===== src/rtl/cdtsd_pkg.sv =====
package cdtsd_pkg;

   localparam int FRAME_BITS = 8;
   localparam int POS_W = $clog2(FRAME_BITS);
   localparam int QUEUE_DEPTH = 4;
   localparam int QPTR_W = $clog2(QUEUE_DEPTH);

   localparam int MINUTE_SECONDS = 60;
   localparam int QUARTER_SECONDS = 15;
   localparam logic [5:0] SECONDS_MAX = 6'(MINUTE_SECONDS - 1);

   localparam logic [1:0] CMD_SET = 2'd0;
   localparam logic [1:0] CMD_TICK = 2'd1;
   localparam logic [1:0] CMD_ON = 2'd2;
   localparam logic [1:0] CMD_OFF = 2'd3;

   typedef struct packed {
      logic [1:0] command;
      logic [3:0] minutes;
      logic [5:0] seconds;
   } req_type;

   typedef struct packed {
      logic [9:0] remaining_seconds;
      logic       serial_bit;
      logic       bit_valid;
      logic       latch_strobe;
      logic       display_enable_n;
   } rsp_type;

   typedef struct packed {
      logic [9:0]            remaining_seconds;
      logic [FRAME_BITS-1:0] frame;
      logic                  refresh;
      logic                  enable_n;
   } entry_type;

   typedef struct packed {
      logic full;
      logic not_empty;
   } qstat_type;

   function automatic logic [1:0] quarter_of(input logic [5:0] secs);
      logic [1:0] q;
      if (secs >= 6'(3 * QUARTER_SECONDS)) begin
         q = 2'd3;
      end else if (secs >= 6'(2 * QUARTER_SECONDS)) begin
         q = 2'd2;
      end else if (secs >= 6'(QUARTER_SECONDS)) begin
         q = 2'd1;
      end else begin
         q = 2'd0;
      end
      return q;
   endfunction

endpackage


===== src/rtl/countdown_timer_serial_display_top.sv =====
// Countdown timer with a serially shifted display byte. A set command loads
// minutes*60+seconds (seconds above 59 clamp to 59); a tick lowers the count
// and stops at zero. Each set, and each tick that changes the count, yields
// eight transfers carrying the display byte MSB first, the last with
// latch_strobe; every other command yields one transfer with bit_valid low.
// A request is accepted while the queue is not full and parked in a
// four-entry queue; the serializer then drives one result transfer per
// cycle while rsp_stall does not hold the output, and it takes the next
// queued item only after the last transfer of the current one.
module countdown_timer_serial_display_top (
   input  logic               clock,
   input  logic               reset,
   input  logic               req_valid,
   output logic               req_stall,
   input  cdtsd_pkg::req_type req,
   output logic               rsp_valid,
   input  logic               rsp_stall,
   output cdtsd_pkg::rsp_type rsp
);
   import cdtsd_pkg::*;

   qstat_type qstat;
   entry_type push_entry;
   entry_type head;
   logic      push;
   logic      pop;

   cdtsd_front u_front (
      .clock      (clock),
      .reset      (reset),
      .req_valid  (req_valid),
      .req_stall  (req_stall),
      .req        (req),
      .qstat      (qstat),
      .push       (push),
      .push_entry (push_entry)
   );

   cdtsd_queue u_queue (
      .clock      (clock),
      .reset      (reset),
      .push       (push),
      .push_entry (push_entry),
      .pop        (pop),
      .head       (head),
      .qstat      (qstat)
   );

   cdtsd_back u_back (
      .clock     (clock),
      .reset     (reset),
      .head      (head),
      .qstat     (qstat),
      .pop       (pop),
      .rsp_valid (rsp_valid),
      .rsp_stall (rsp_stall),
      .rsp       (rsp)
   );

endmodule


===== src/rtl/cdtsd_front.sv =====
module cdtsd_front (
   input  logic                clock,
   input  logic                reset,
   input  logic                req_valid,
   output logic                req_stall,
   input  cdtsd_pkg::req_type  req,
   input  cdtsd_pkg::qstat_type qstat,
   output logic                push,
   output cdtsd_pkg::entry_type push_entry
);
   import cdtsd_pkg::*;

   logic [9:0] count_ff, count_in;
   logic [3:0] mins_ff, mins_in;
   logic [5:0] secs_ff, secs_in;
   logic       enable_n_ff, enable_n_in;
   logic       refresh;
   logic [5:0] secs_sat;

   assign req_stall = qstat.full;
   assign push = req_valid && !qstat.full;

   always_comb begin
      count_in = count_ff;
      mins_in = mins_ff;
      secs_in = secs_ff;
      enable_n_in = enable_n_ff;
      refresh = 1'b0;
      secs_sat = (req.seconds > SECONDS_MAX) ? SECONDS_MAX : req.seconds;
      case (req.command)
         CMD_SET: begin
            mins_in = req.minutes;
            secs_in = secs_sat;
            count_in = 10'(req.minutes) * 10'(MINUTE_SECONDS) + 10'(secs_sat);
            refresh = 1'b1;
         end
         CMD_TICK: begin
            if (count_ff != 10'd0) begin
               count_in = count_ff - 10'd1;
               refresh = 1'b1;
               if (secs_ff == 6'd0) begin
                  secs_in = SECONDS_MAX;
                  mins_in = mins_ff - 4'd1;
               end else begin
                  secs_in = secs_ff - 6'd1;
               end
            end
         end
         CMD_ON: begin
            enable_n_in = 1'b0;
         end
         default: begin
            enable_n_in = 1'b1;
         end
      endcase
   end

   always_comb begin
      push_entry.remaining_seconds = count_in;
      push_entry.frame = FRAME_BITS'({quarter_of(secs_in), mins_in});
      push_entry.refresh = refresh;
      push_entry.enable_n = enable_n_in;
   end

   always_ff @(posedge clock) begin
      if (reset) begin
         count_ff <= '0;
         mins_ff <= '0;
         secs_ff <= '0;
         enable_n_ff <= 1'b0;
      end else if (push) begin
         count_ff <= count_in;
         mins_ff <= mins_in;
         secs_ff <= secs_in;
         enable_n_ff <= enable_n_in;
      end
   end

endmodule


===== src/rtl/cdtsd_queue.sv =====
module cdtsd_queue (
   input  logic                 clock,
   input  logic                 reset,
   input  logic                 push,
   input  cdtsd_pkg::entry_type push_entry,
   input  logic                 pop,
   output cdtsd_pkg::entry_type head,
   output cdtsd_pkg::qstat_type qstat
);
   import cdtsd_pkg::*;

   entry_type           slot_ff [QUEUE_DEPTH];
   logic [QPTR_W-1:0]   wr_ptr_ff, wr_ptr_in;
   logic [QPTR_W-1:0]   rd_ptr_ff, rd_ptr_in;
   logic [QPTR_W:0]     fill_ff, fill_in;

   assign head = slot_ff[rd_ptr_ff];
   assign qstat.full = (fill_ff == (QPTR_W + 1)'(QUEUE_DEPTH));
   assign qstat.not_empty = (fill_ff != '0);

   always_comb begin
      wr_ptr_in = push ? wr_ptr_ff + 1'b1 : wr_ptr_ff;
      rd_ptr_in = pop ? rd_ptr_ff + 1'b1 : rd_ptr_ff;
      fill_in = fill_ff;
      if (push && !pop) begin
         fill_in = fill_ff + 1'b1;
      end else if (pop && !push) begin
         fill_in = fill_ff - 1'b1;
      end
   end

   always_ff @(posedge clock) begin
      if (push) begin
         slot_ff[wr_ptr_ff] <= push_entry;
      end
   end

   always_ff @(posedge clock) begin
      if (reset) begin
         wr_ptr_ff <= '0;
         rd_ptr_ff <= '0;
         fill_ff <= '0;
      end else begin
         wr_ptr_ff <= wr_ptr_in;
         rd_ptr_ff <= rd_ptr_in;
         fill_ff <= fill_in;
      end
   end

endmodule


===== src/rtl/cdtsd_back.sv =====
module cdtsd_back (
   input  logic                 clock,
   input  logic                 reset,
   input  cdtsd_pkg::entry_type head,
   input  cdtsd_pkg::qstat_type qstat,
   output logic                 pop,
   output logic                 rsp_valid,
   input  logic                 rsp_stall,
   output cdtsd_pkg::rsp_type   rsp
);
   import cdtsd_pkg::*;

   entry_type        ent_ff, ent_in;
   logic [POS_W-1:0] pos_ff, pos_in;
   logic             busy_ff, busy_in;
   logic             rsp_valid_ff, rsp_valid_in;
   rsp_type          rsp_ff, rsp_in;
   logic             advance;

   assign advance = !rsp_valid_ff || !rsp_stall;
   assign rsp_valid = rsp_valid_ff;
   assign rsp = rsp_ff;

   always_comb begin
      pop = 1'b0;
      ent_in = ent_ff;
      pos_in = pos_ff;
      busy_in = busy_ff;
      rsp_valid_in = rsp_valid_ff;
      rsp_in = rsp_ff;
      if (advance) begin
         rsp_valid_in = 1'b0;
         if (busy_ff) begin
            rsp_valid_in = 1'b1;
            rsp_in.remaining_seconds = ent_ff.remaining_seconds;
            rsp_in.serial_bit = ent_ff.frame[pos_ff];
            rsp_in.bit_valid = 1'b1;
            rsp_in.latch_strobe = (pos_ff == '0);
            rsp_in.display_enable_n = ent_ff.enable_n;
            pos_in = pos_ff - 1'b1;
            busy_in = (pos_ff != '0);
         end else if (qstat.not_empty) begin
            pop = 1'b1;
            rsp_valid_in = 1'b1;
            ent_in = head;
            rsp_in.remaining_seconds = head.remaining_seconds;
            rsp_in.display_enable_n = head.enable_n;
            if (head.refresh) begin
               rsp_in.serial_bit = head.frame[FRAME_BITS-1];
               rsp_in.bit_valid = 1'b1;
               rsp_in.latch_strobe = 1'b0;
               pos_in = POS_W'(FRAME_BITS - 2);
               busy_in = 1'b1;
            end else begin
               rsp_in.serial_bit = 1'b0;
               rsp_in.bit_valid = 1'b0;
               rsp_in.latch_strobe = 1'b0;
            end
         end
      end
   end

   always_ff @(posedge clock) begin
      ent_ff <= ent_in;
      rsp_ff <= rsp_in;
      pos_ff <= pos_in;
   end

   always_ff @(posedge clock) begin
      if (reset) begin
         busy_ff <= 1'b0;
         rsp_valid_ff <= 1'b0;
      end else begin
         busy_ff <= busy_in;
         rsp_valid_ff <= rsp_valid_in;
      end
   end

endmodule


===== config.mk =====
export PLATFORM = sky130hd
export DESIGN_NAME = countdown_timer_serial_display_top
export DESIGN_NICKNAME = d
export VERILOG_FILES = /design/src/rtl/cdtsd_pkg.sv /design/src/rtl/countdown_timer_serial_display_top.sv /design/src/rtl/cdtsd_front.sv /design/src/rtl/cdtsd_queue.sv /design/src/rtl/cdtsd_back.sv
export SDC_FILE = /design/constraint.sdc
export NUM_CORES = 1
export LEC_CHECK = 0
export BUFFER_PORTS_ARGS = -buffer_cell sky130_fd_sc_hd__buf_4
export CORE_MARGIN = 5
export CORE_UTILIZATION = 25
export CTS_CLUSTER_DIAMETER = 150
export DETAILED_ROUTE_END_ITERATION = 10
export SYNTH_ARGS = -nofsm -noshare
export SYNTH_HDL_FRONTEND = slang
export SYNTH_SLANG_ARGS = --single-unit

===== constraint.sdc =====
create_clock -name clock -period 8.89 [get_ports clock]
set_clock_uncertainty 0.2 [all_clocks]
set_input_delay 1.778 -clock clock [delete_from_list [all_inputs] [get_ports clock]]
set_output_delay 1.778 -clock clock [all_outputs]
set_load 0.02 [all_outputs]

==> run metrics <==
Post-CTS Resized=0; Core Rows=60; DRT antenna net count=0; post-route cell area=7920 sq um; Synth area leader=edfxtp_1; IO Pins=32; Synth Register Bits=138; CP Cell Sequence=buf_4 -> fa_1 -> inv_1 -> fa_1 -> fa_1 -> inv_1 -> ha_1 -> o21ai_0 -> o21a_1 -> or2_2 -> nor4_1 -> a21oi_1 -> o31ai_1; fraction of the yosys area taken by sequential cells=56.4%; Syn Area/Cell=12.6 sq um; min-delay worst type=flop to flop; Area contributors post-synth=edfxtp_1, dfxtp_1, mux4_2; hold buffers post-CTS=0; area growth from synthesis to final layout=16.8%; CTS tree=yes; die span in y=175 um; Placed Area=7330 sq um; worst setup margin=3470 ps; ys flop type=edfxtp_1; largest net degree at the start of global routing=50; share of synthesized flip-flops with an asynchronous set or reset=0%; Final min period=5420 ps; VDD IR max=0.125 mV; Die X=175 um; CTS root buf=clkbuf_16; postcts setup bufs=0; cts bufs inserted=17; WL per Instance=15.2 um; GRT Resource Usage Total=9.40%; Port Buf Inserts=31; DRC violations left=0; period utilisation layout=60.9%; GRT overflow=0; PwrDens=301 nW/um^2; most frequent cells after synthesis=edfxtp_1, inv_1, nand2_1, dfxtp_1, nor2_1; type of destination of the critical path=flop; clock-pin slew on the worst setup and hold paths=60 ps; Slew Viols, Final=0; largest fanout on the critical path=4; Iteration-0 DRC Markers=333; Max H-tree Level=4; Final Util=29.5%; number of setup violations in the final report=0; placer's final routability congestion estimate=0.790; Syn Inst Count=539; Vias/cell=4.65; number of global-route vias before repair=4,116; vias=4,266; Data arrival, critical path=5370 ps; Pre-antenna DRT Iters=5; top-count cell post-synth=edfxtp_1; RSZ-0062 raised after global routing=false; floorplan core area=26,800 sq um; CP dominant cell by count=fa_1; Max Buffers Root-to-Sink=2; nets=611; Crit-path slowest cell=fa_1; Max-cap violations=0; share of cells above drive strength 1=19.6%; worst slew pin tran=984 ps; WL final=13.9 mm; # fillers=2,683; Initial Util=25.3%; Critical Path RT=8840 ps; Slew HR=34.4%; DP Wirelength=9.45 mm; initial antenna violation count=0; post-synth net total=587; Antenna Cells=0; Unique masters post-synth=69; worst skew pair latency=410 ps; # clock sinks=138; Die Footprint=30,500 sq um; status=completed; LEAKAGE=0.00285 uW; CP peak stage delay=560 ps; DP Worst Slack=3020 ps; final hold vios=0; number of enable flip-flop cells after synthesis=106; Synth top area share=47.0%; f_max=185 MHz; Yosys warnings=0; mapped cell area=6780 sq um; Worst Setup Start Kind=input port; first-pass GRT wire length=22.9 mm; placed insts=885; setup_tns=0 ps; post-route insts no fill=917; critical path class=input port to flop
==> state kept, by name (all words and copies together) (netlist names), 2 cells and up, named ones only <==
name,count
u_queue.rd_ptr_ff,2
u_queue.wr_ptr_ff,2
u_front.mins_ff,4
u_queue.slot_ff,72
u_back.rsp,14
u_back.ent_ff,17
u_queue.fill_ff,3
u_front.secs_ff,6
u_front.count_ff,10
u_back.pos_ff,3
==> layout make-up <==
type / count / area (sq um) / share of cell area, %
Clock buffer: 19 / 464 / 5.86
Clock inverter: 13 / 116 / 1.47
Multi-Input combinational cell: 336 / 2690 / 34.0
Tap cell: 341 / 427 / 5.39
Sequential cell: 138 / 3820 / 48.3
Timing Repair Buffer: 34 / 255 / 3.22
Inverter: 36 / 135 / 1.71
==> metal layers <==
layer	vias up	global-route usage [%]	share of wire [%]
li1	2066	-	-
met1	2087	14.2	51
met4	0	2.36	0.72
met2	103	13.5	43
met5	-	0	0
met3	10	2.29	5.1
==> report_power, final <==
| part | switching [uW] | internal, uW |
|---|---|---|
| clock | 288 | 392 |
| sequential | 82.5 | 919 |
| combinational | 397 | 301 |
==> logic make-up (layout without fill, tap and decap cells) <==
| logic type | Yosys count | count (layout) | share of synthesized area [%] |
|---|---|---|---|
| XOR/XNOR | 9 | 9 | 1.38 |
| buffers and inverters | 65 | 102 | 3.86 |
| AND/OR/NAND/NOR | 142 | 142 | 10.8 |
| flip-flops | 138 | 138 | 56.4 |
| adder cells (fa/ha/maj) | 32 | 32 | 6.68 |
| multiplexers | 35 | 35 | 8.90 |
| AO/OA/AOI/OAI | 118 | 118 | 12.0 |
==> worst max-delay path: cells and delay by family <==
kind            cells  cell delay [ps]
buf+inv             3              230
simple gates        2              670
fa+ha+maj           4             1830
compound gates      4              860
==> through the flow <==
stage,total power (uW),hold WS [ps]
after floorplan,1510,234
after global placement,1710,242
after detailed placement,1720,258
after CTS,2410,266
after global routing,2530,283
final,2380,265
==> cell usage in the layout (no fill, tap or decap), types with 9 or more instances in the layout <==
master and n:
a21oi_1 28, buf_4 34, clkbuf_16 18, dfxtp_1 32
edfxtp_1 106, ha_1 25, inv_1 35, mux2_2 12
mux4_2 19, nand2_1 34, nand3_1 10, nor2_1 32
nor2b_1 9, nor3_1 15, o21ai_0 26
==> path summary, 6_finish.rpt <==
path | cells after the start | from | slack (ps) | endpoint
worst min-delay path | 2 | u_front.enable_n_ff | 270 | u_front.enable_n_ff
worst min register to register | 2 | u_front.enable_n_ff | 270 | u_front.enable_n_ff
worst max-delay path | 13 | req[6] | 3470 | u_queue.slot_ff[3][17]
worst max register to register | 10 | u_queue.fill_ff[0] | 5640 | u_queue.fill_ff[2]
Note: power is estimated with default switching activity, not from simulation.
